## src/rtl/core/utf8v_pkg.sv

```systemverilog
// Shared types and constants for the UTF-8 stream validator.
package utf8v_pkg;

	// Input command codes
	localparam logic CMD_DATA = 1'b0;
	localparam logic CMD_END  = 1'b1;

	// Code point limits
	localparam logic [20:0] CP_MIN_THREE  = 21'h000800;
	localparam logic [20:0] CP_MIN_FOUR   = 21'h010000;
	localparam logic [20:0] CP_SURR_LO    = 21'h00D800;
	localparam logic [20:0] CP_SURR_HI    = 21'h00DFFF;
	localparam logic [20:0] CP_MAX        = 21'h10FFFF;

	// Sequence lengths, counted in continuation bytes
	localparam logic [1:0] SEQ_NONE  = 2'd0;
	localparam logic [1:0] SEQ_TWO   = 2'd1;
	localparam logic [1:0] SEQ_THREE = 2'd2;
	localparam logic [1:0] SEQ_FOUR  = 2'd3;

	typedef enum logic [1:0] {
		VERDICT_OK    = 2'd0,
		VERDICT_EMPTY = 2'd1,
		VERDICT_NUL   = 2'd2,
		VERDICT_BAD   = 2'd3
	} verdict_t;

	typedef struct packed {
		logic        seen_byte;
		logic        seen_nul;
		logic        encoding_bad;
		logic [1:0]  bytes_pending;
		logic [1:0]  sequence_length;
		logic [20:0] partial_code_point;
	} scan_state_t;

	localparam scan_state_t SCAN_CLEAR = '0;

endpackage

```

## src/rtl/core/utf8v_decode.sv

```systemverilog
// Next-state decode of the scan state for one data byte.
module utf8v_decode import utf8v_pkg::*; (
	input  scan_state_t cur,
	input  logic [7:0]  data_byte,
	output scan_state_t nxt
);

	logic [20:0] cp_shift;

	// Gather six more code point bits from a continuation byte
	assign cp_shift = {cur.partial_code_point[14:0], data_byte[5:0]};

	always_comb begin
		nxt = cur;
		nxt.seen_byte = 1'b1;
		if (data_byte == 8'h00) begin
			nxt.seen_nul = 1'b1;
		end
		// Decode only while the encoding is still clean
		if (!cur.encoding_bad) begin
			if (cur.bytes_pending != 2'd0) begin
				if (data_byte[7:6] != 2'b10) begin
					// Drop the open sequence on a bad continuation byte
					nxt.encoding_bad       = 1'b1;
					nxt.bytes_pending      = 2'd0;
					nxt.sequence_length    = SEQ_NONE;
					nxt.partial_code_point = '0;
				end else if (cur.bytes_pending == 2'd1) begin
					// Close the sequence and check overlong, surrogate and range
					if ((cur.sequence_length == SEQ_THREE && cp_shift < CP_MIN_THREE) ||
					    (cur.sequence_length == SEQ_FOUR && cp_shift < CP_MIN_FOUR) ||
					    (cp_shift >= CP_SURR_LO && cp_shift <= CP_SURR_HI) ||
					    (cp_shift > CP_MAX)) begin
						nxt.encoding_bad = 1'b1;
					end
					nxt.bytes_pending      = 2'd0;
					nxt.sequence_length    = SEQ_NONE;
					nxt.partial_code_point = '0;
				end else begin
					nxt.bytes_pending      = cur.bytes_pending - 2'd1;
					nxt.partial_code_point = cp_shift;
				end
			end else begin
				// Classify a lead byte
				case (data_byte) inside
					[8'h00:8'h7F]: begin
					end
					[8'hC2:8'hDF]: begin
						nxt.sequence_length    = SEQ_TWO;
						nxt.bytes_pending      = SEQ_TWO;
						nxt.partial_code_point = {16'd0, data_byte[4:0]};
					end
					[8'hE0:8'hEF]: begin
						nxt.sequence_length    = SEQ_THREE;
						nxt.bytes_pending      = SEQ_THREE;
						nxt.partial_code_point = {17'd0, data_byte[3:0]};
					end
					[8'hF0:8'hF4]: begin
						nxt.sequence_length    = SEQ_FOUR;
						nxt.bytes_pending      = SEQ_FOUR;
						nxt.partial_code_point = {18'd0, data_byte[2:0]};
					end
					default: begin
						nxt.encoding_bad = 1'b1;
					end
				endcase
			end
		end
	end

endmodule

```

## src/rtl/core/utf8_stream_validator_top.sv

```systemverilog
// Top level of the UTF-8 stream validator: input register, scan state and verdict register.
// An end item passes from the input register to the verdict register, which drives out_valid.
// Throughput: one item per cycle; a data item never stalls in the input register, an end
// item waits there while the verdict register is full and out_ready is low, holding input.
// Reset: arst_n (asynchronous, active low) empties both registers and clears the scan state.
// The scan state also returns to its cleared value after every end item.
module utf8_stream_validator_top import utf8v_pkg::*; (
	input  logic       clk,
	input  logic       arst_n,
	input  logic       in_valid,
	output logic       in_ready,
	input  logic       command,
	input  logic [7:0] data_byte,
	output logic       out_valid,
	input  logic       out_ready,
	output logic [1:0] verdict
);

	logic        valid_s1;
	logic        command_s1;
	logic [7:0]  byte_s1;
	logic        advance;
	logic        end_go;
	scan_state_t state_q;
	scan_state_t state_next;
	logic        out_valid_q;
	verdict_t    verdict_q;
	verdict_t    verdict_new;

	// Advance stage one unless an end item meets a full verdict register
	assign advance  = valid_s1 && (command_s1 == CMD_DATA || !out_valid_q || out_ready);
	assign end_go   = advance && command_s1 == CMD_END;
	assign in_ready = !valid_s1 || advance;

	// Hold the accepted item in stage one
	always_ff @(posedge clk or negedge arst_n) begin
		if (!arst_n) begin
			valid_s1 <= 1'b0;
		end else if (in_ready) begin
			valid_s1 <= in_valid;
		end
	end

	always_ff @(posedge clk) begin
		if (in_ready && in_valid) begin
			command_s1 <= command;
			byte_s1    <= data_byte;
		end
	end

	utf8v_decode u_decode (
		.cur       (state_q),
		.data_byte (byte_s1),
		.nxt       (state_next)
	);

	// Pick the verdict by priority; an open sequence counts as invalid
	always_comb begin
		if (!state_q.seen_byte) begin
			verdict_new = VERDICT_EMPTY;
		end else if (state_q.seen_nul) begin
			verdict_new = VERDICT_NUL;
		end else if (state_q.encoding_bad || state_q.bytes_pending != 2'd0) begin
			verdict_new = VERDICT_BAD;
		end else begin
			verdict_new = VERDICT_OK;
		end
	end

	// Update the scan state; clear it after an end item
	always_ff @(posedge clk or negedge arst_n) begin
		if (!arst_n) begin
			state_q <= SCAN_CLEAR;
		end else if (end_go) begin
			state_q <= SCAN_CLEAR;
		end else if (advance) begin
			state_q <= state_next;
		end
	end

	// Load the verdict register; drop it once taken
	always_ff @(posedge clk or negedge arst_n) begin
		if (!arst_n) begin
			out_valid_q <= 1'b0;
		end else if (end_go) begin
			out_valid_q <= 1'b1;
		end else if (out_ready) begin
			out_valid_q <= 1'b0;
		end
	end

	always_ff @(posedge clk) begin
		if (end_go) begin
			verdict_q <= verdict_new;
		end
	end

	assign out_valid = out_valid_q;
	assign verdict   = verdict_q;

	// A pending count never exceeds the length of its open sequence
	a_pending_in_seq: assert property (@(posedge clk) disable iff (!arst_n)
		state_q.bytes_pending != 2'd0 |-> state_q.bytes_pending <= state_q.sequence_length)
		else $error("bytes_pending exceeds sequence_length");

	// Decoding stops after an encoding error
	a_bad_no_pending: assert property (@(posedge clk) disable iff (!arst_n)
		state_q.encoding_bad |-> state_q.bytes_pending == 2'd0)
		else $error("sequence still open after encoding error");

	// Without a data byte the scan state stays clear
	a_empty_clear: assert property (@(posedge clk) disable iff (!arst_n)
		!state_q.seen_byte |-> state_q == SCAN_CLEAR)
		else $error("scan state dirty with no byte seen");

	// An end item clears the state and presents a verdict
	a_end_clears: assert property (@(posedge clk) disable iff (!arst_n)
		end_go |=> state_q == SCAN_CLEAR && out_valid_q)
		else $error("end item did not clear state or load verdict");

	// An empty input register always takes an item
	a_ready_when_empty: assert property (@(posedge clk) disable iff (!arst_n)
		!valid_s1 |-> in_ready)
		else $error("stage one empty but not ready");

endmodule
```

## config.mk

```make
export PLATFORM = sky130hd
export DESIGN_NAME = utf8_stream_validator_top
export DESIGN_NICKNAME = d
export VERILOG_FILES = /design/src/rtl/core/utf8v_pkg.sv /design/src/rtl/core/utf8v_decode.sv /design/src/rtl/core/utf8_stream_validator_top.sv
export SDC_FILE = /design/constraint.sdc
export NUM_CORES = 1
export LEC_CHECK = 0
export BUFFER_PORTS_ARGS = -buffer_cell sky130_fd_sc_hd__clkbuf_2
export CAP_MARGIN = 20
export CORE_ASPECT_RATIO = 0.75
export CORE_UTILIZATION = 30
export DETAILED_ROUTE_END_ITERATION = 10
export GPL_TIMING_DRIVEN = 0
export SLEW_MARGIN = 20
export SYNTH_ARGS = -nofsm -noshare
export SYNTH_HDL_FRONTEND = slang
export SYNTH_SLANG_ARGS = --single-unit
```

## constraint.sdc

```tcl
create_clock -name clk -period 1.9 [get_ports clk]
set_input_delay 0.095 -clock clk [delete_from_list [all_inputs] [get_ports clk]]
set_output_delay 0.095 -clock clk [all_outputs]
set_load 0.005 [all_outputs]
```

After elaboration in Yosys (flattened, before gate mapping)
Cells that the tools add are included.

Flip-flop bits (word level): 35. Logic and storage cells: 84. Input port bits: 13. Output and inout port bits: 4.

Reduce and logical (&&, ||, !) cells: 28. $add $sub $neg: 1. Eq/ne operators: 7. Multiplexer cells: 23. Bitwise logic cells: 1. Order comparisons: 13.

Operators by type and width (number): 2-to-1 mux 25 bit (4); 2-to-1 mux 26 bit (3); 2-to-1 mux 28 bit (2); greater-or-equal comparator 8 bit, second input constant (3); <= comparator 8 bit, second input constant (3); greater-or-equal comparator 21 x 16 -> 1 bit, second input constant (1); > comparator 21 bit, second input constant (1); <= comparator 21 x 16 -> 1 bit, second input constant (1); < comparator 21 x 12 -> 1 bit, second input constant (1); < comparator 21 x 17 -> 1 bit, second input constant (1); 2-to-1 mux 21 bit (1); logical AND 1 bit (10); 2-to-1 mux 1 bit (9); greater-or-equal comparator 8 x 1 -> 1 bit, second input constant (1); <= comparator 8 x 7 -> 1 bit, second input constant (1); logical NOT 8 bit (1); 2-to-1 mux 2 bit (4); nonzero test 2 bit (4); logical OR 1 bit (7); AND reduction 5 bit (1); nonzero test 5 bit (1); equality test 2 bit, second input constant (2); != test 2 bit, second input constant (2); != test 4 x 2 -> 1 bit, second input constant (1); other kinds (7) (8).

Logic depth before layout (Yosys ltp)
Word-level depth: 12. Gate-level depth with buffers: 7. Mapped depth without buffers: 7.

Hierarchy
A second synthesis with hierarchy kept.

Cells, all modules: 270. Area, all modules: 2710.1 um2.

Modules (own cells, without submodules): utf8_stream_validator_top (sequential area each 1081.0 um2, cells each 182, instances 1, area each 2045.7 um2); utf8v_decode (sequential area each 0.0 um2, cells each 88, instances 1, area each 664.4 um2).

Least setup slack after synthesis
OpenSTA, ideal clock, no wires.

Path type: register -> register. From: reg state_q[23] (netlist name). To: reg state_q[21] (netlist name). Data required time: 1775 ps. Data arrival time: 1755 ps. Library setup time: 125 ps. Path slack: 21 ps. Stages on the path, launching flop included: 8. Cell sequence: dfrtp_1 inv_1 ha_1 or3b_1 nor2_1 o31ai_1 o311ai_2 mux2_2.

Longest elaborated chain between the ends: 5. Elaborated cells on any way between the ends: 10. Those cells by class: eq/ne (3); mux (4); reduce/logical (3).

Ends and longest elaborated chain: start: declaration (line utf8_stream_validator_top.sv:24) `scan_state_t state_q;`; start signal: assignment (line utf8_stream_validator_top.sv:77) `state_q <= state_next;`; nonzero test 2 bit (line utf8v_decode.sv:21) `if (cur.bytes_pending != 2'd0) begin`; 2-to-1 mux 26 bit (line utf8v_decode.sv:21); 2-to-1 mux 26 bit (line utf8v_decode.sv:20) `if (!cur.encoding_bad) begin`; 2-to-1 mux 28 bit (line utf8_stream_validator_top.sv:76) `end else if (advance) begin`; 2-to-1 mux 28 bit (line utf8_stream_validator_top.sv:74) `end else if (end_go) begin`.

Parallel ways exist; a longest one is shown, timed or not. The select of a mux whose other input is x is not followed. A chain may end at the register's enable or synchronous reset.

Final worst setup path
From: reg state_q[24] (netlist name). To: reg state_q[5] (netlist name).

Longest elaborated chain between the ends: 7. Elaborated cells on any way between the ends: 11. Those cells by class: eq/ne (2); mux (6); reduce/logical (3).

Ends and longest elaborated chain: equality test 2 x 1 -> 1 bit (line utf8v_decode.sv:28) `end else if (cur.bytes_pending == 2'd1) begin`; 2-to-1 mux 21 bit (line utf8v_decode.sv:28); 2-to-1 mux 26 bit (line utf8v_decode.sv:22) `if (data_byte[7:6] != 2'b10) begin`; 2-to-1 mux 26 bit (line utf8v_decode.sv:21); 2-to-1 mux 26 bit (line utf8v_decode.sv:20); 2-to-1 mux 28 bit (line utf8_stream_validator_top.sv:76); 2-to-1 mux 28 bit (line utf8_stream_validator_top.sv:74).

Parallel ways exist; a longest one is shown, timed or not. The select of a mux whose other input is x is not followed.

==> results.yml <==
status:
  status: "complete, no violations"
synth:
  syn_inst: 156
  synth_nets: 171
  synth_area_leaders: "dfrtp_1 (37%), edfxtp_1 (20%), nand2_1 (9.4%), o21ai_1 (4.0%), o21ai_0 (2.1%)"
  ys_seq_area_share_pct: 56.9
  netlist_area_um2: 1640
  avgSynthCellArea_um2: 10.5
  synthDistinctLibCells: 39
  yosysWarnings: 0
  synth_top_area_cell: "dfrtp_1"
  synth.top_cell.area_share_pct: 36.7
  ys_seq_elements: 35
worst_setup_path:
  path_class: "flip-flop to flip-flop"
  cp-end-kind: "flip-flop"
  r2r_slack_ns: 0.07
  worstReg2RegStart: "state_q[24]$_DFFE_PN0P_"
  required_ns: 2.11
  cp.arrival_ns: 2.04
  worstSetupStartpointType: "flip-flop"
  crit_path_max_fanout: 10
  reg2reg_depth: 8
  r2r_end: "state_q[5]$_DFFE_PN0P_"
routing:
  drt-vias-per-instance: 4.68
  finalWirelength_um: 3310
  wire_per_inst_um: 12.3
  drtIter0Drc: 101
  num_vias: 1253
  ant_nets: 0
  dr.pass1.iters: 4
  drc: 0
floorplanning:
  io_pins: 17
  die_area_um2: 5760
  chipWidth_um: 87.3
  row_count: 22
  die_h_um: 66.0
  start_util_pct: 32.3
  fp.coreArea_um2: 5060
sta:
  setup-tns-final_ns: 0
  final.setup.worst_slack_ns: 0.0667
  setup_violations: 0
  tightest_slew_ns: 0.599
  finalCritPeriodShare_pct: 96.5
  slew_viol_final: 0
  clock_skew_ns: 0.00622
  timing.final.crit_period_ns: 1.83
  max_freq_ghz: 0.545
  hold_viol: 0
  relSlewSlack_pct: 60.1
  rsz0062_at_grt: "yes"
power:
  fin_total_pwr_mw: 2.36
  cellPowerDensity_nw_per_um2: 1120
  peakVddDrop_mv: 0.506
  leakagePower_nw: 0.885
hold_path:
  worstHoldEndpoint: "valid_s1$_DFFE_PN0N_"
  hold_depth: 2
  min_from: "in_valid"
  hold_class: "input pin to flip-flop"
cts:
  path_clk_slew_ns: 0.07
  ctsHtreeMaxLevel: 2
  cts_buffers: 5
  clk_latency_ns: 0.28
  cts_root_buf: "clkbuf_8"
  cts_tree: "built"
  clock_path_buffers: 2
  cts.sinks: 35
finish:
  layout_common_cells: "nand2_1 (41), dfrtp_1 (24), clkbuf_2 (16)"
  fin_area_um2: 2110
  final_common_cell: "nand2_1"
  antenna_cells: 0
  drive_above_1_share_pct: 24.5
  syn2layout_area_growth_pct: 29.1
  fin_util_pct: 41.7
  nNetsFinal: 210
place:
  placedInstanceArea_um2: 1810
  place_congestion: 0.816
  post-place-ws_ns: -0.203
  dpl.hpwl_um: 2250
  portBuffers: 16
flow_run:
  maxCapViolCount: 0
grt:
  grt_max_degree: 25
  grt_pass1_wl_um: 5950
  grt_pass1_vias: 1255
  antenna_found_initial: 0
  grt.overflow.total: 0
  grt_usage_pct: 14.1
what timing repair did:
item | in CTS | in global routing
setup endpoints to repair | 19 | 19
gates resized for setup | 7 | 8
pin swaps | 2 | 3
endpoints found under the hold margin | 33 | 0
hold buffers | 10 | 0
setup buffers | 4 | 2
critical path: stages, from the launching register on:
cell and delay, ns:
dfrtp_1 0.36, inv_2 0.06, ha_4 0.18, or3b_4 0.43
or2_4 0.26, nor3_4 0.15, buf_12 0.14, nand2_1 0.06
o21ai_1 0.12
worst max-delay path by stage:
stage	from	endpoint	slack [ns]	depth (start not counted)
global route	state_q[24]$_DFFE_PN0P_	state_q[12]$_DFFE_PN0P_	-0.03	8
finish	state_q[24]$_DFFE_PN0P_	state_q[5]$_DFFE_PN0P_	0.07	8
CTS	state_q[24]$_DFFE_PN0P_	state_q[5]$_DFFE_PN0P_	0.005	8
global placement	state_q[23]$_DFFE_PN0P_	state_q[22]$_DFFE_PN0P_	-0.21	7
floorplan	state_q[23]$_DFFE_PN0P_	state_q[21]$_DFFE_PN0P_	0.02	7
detailed placement	state_q[23]$_DFFE_PN0P_	state_q[22]$_DFFE_PN0P_	-0.20	7
report_power, final:
group	switching [mW]	total [mW]	leakage, nW	internal [mW]
registers	0.0856	0.996	0.426	0.910
logic	0.426	0.786	0.408	0.360
clock network	0.251	0.582	0.0515	0.331
stage by stage:
step / cells / hold slack, ns
final: 268 / 0.00539
after global routing: 268 / 0.00638
after CTS: 266 / 0.00160
after detailed placement: 244 / 0.140
after global placement: 244 / 0.138
after floorplan: 156 / -0.201
layer usage:
metal	vias up	track usage, %	share of wire [%]
li1	631	-	-
met1	591	18.5	49
met2	26	22.3	46
met3	5	3.75	3.9
met4	0	4.92	1.1
met5	-	0	0
flip-flops by register name, indices dropped and copies added, names as in the netlist:
name / cells
command_s1: 1
valid_s1: 1
out_valid: 1
byte_s1: 8
state_q: 22
verdict: 2
layout make-up:
cell class	instances	area [µm²]
Inverter	5	18.8
Buffer	4	38.8
Clock buffer	8	100
Sequential cell	35	931
Fill cell	516	2950
Tap cell	72	90.1
Timing Repair Buffer	32	238
Multi-Input combinational cell	112	697
cell families after synthesis:
group / after synthesis / share of synthesized area [%]
DFF: 35 / 56.9
muxes: 2 / 1.38
buffers and inverters: 9 / 2.52
AOI/OAI and AO/OA: 37 / 15.9
and+or+nand+nor: 71 / 21.8
adders and majority gates: 2 / 1.53
Yosys cell counts:
master,n
mux2_2,2
and2_1,1
nor3_4,1
nor2_1,5
o211ai_1,1
o21a_1,1
nor3b_1,1
buf_2,3
o31ai_4,1
o31ai_2,1
o211a_1,1
nand2b_1,5
a211oi_2,1
a31oi_1,1
or2_1,1
buf_4,1
or3b_1,1
or4b_1,1
o311ai_2,1
a221oi_1,1
a211oi_1,1
edfxtp_1,11
o21ai_0,7
inv_1,4
ha_1,2
dfrtp_1,24
or4_1,1
a21oi_1,2
and4b_1,1
a32o_1,1
nor3_1,5
inv_2,1
nand2_1,41
nand3_1,3
nor4_1,1
nor2b_1,2
o31ai_1,4
o21ai_1,13
nor4_4,1
No activity file was read; power rests on OpenSTA's default activity.
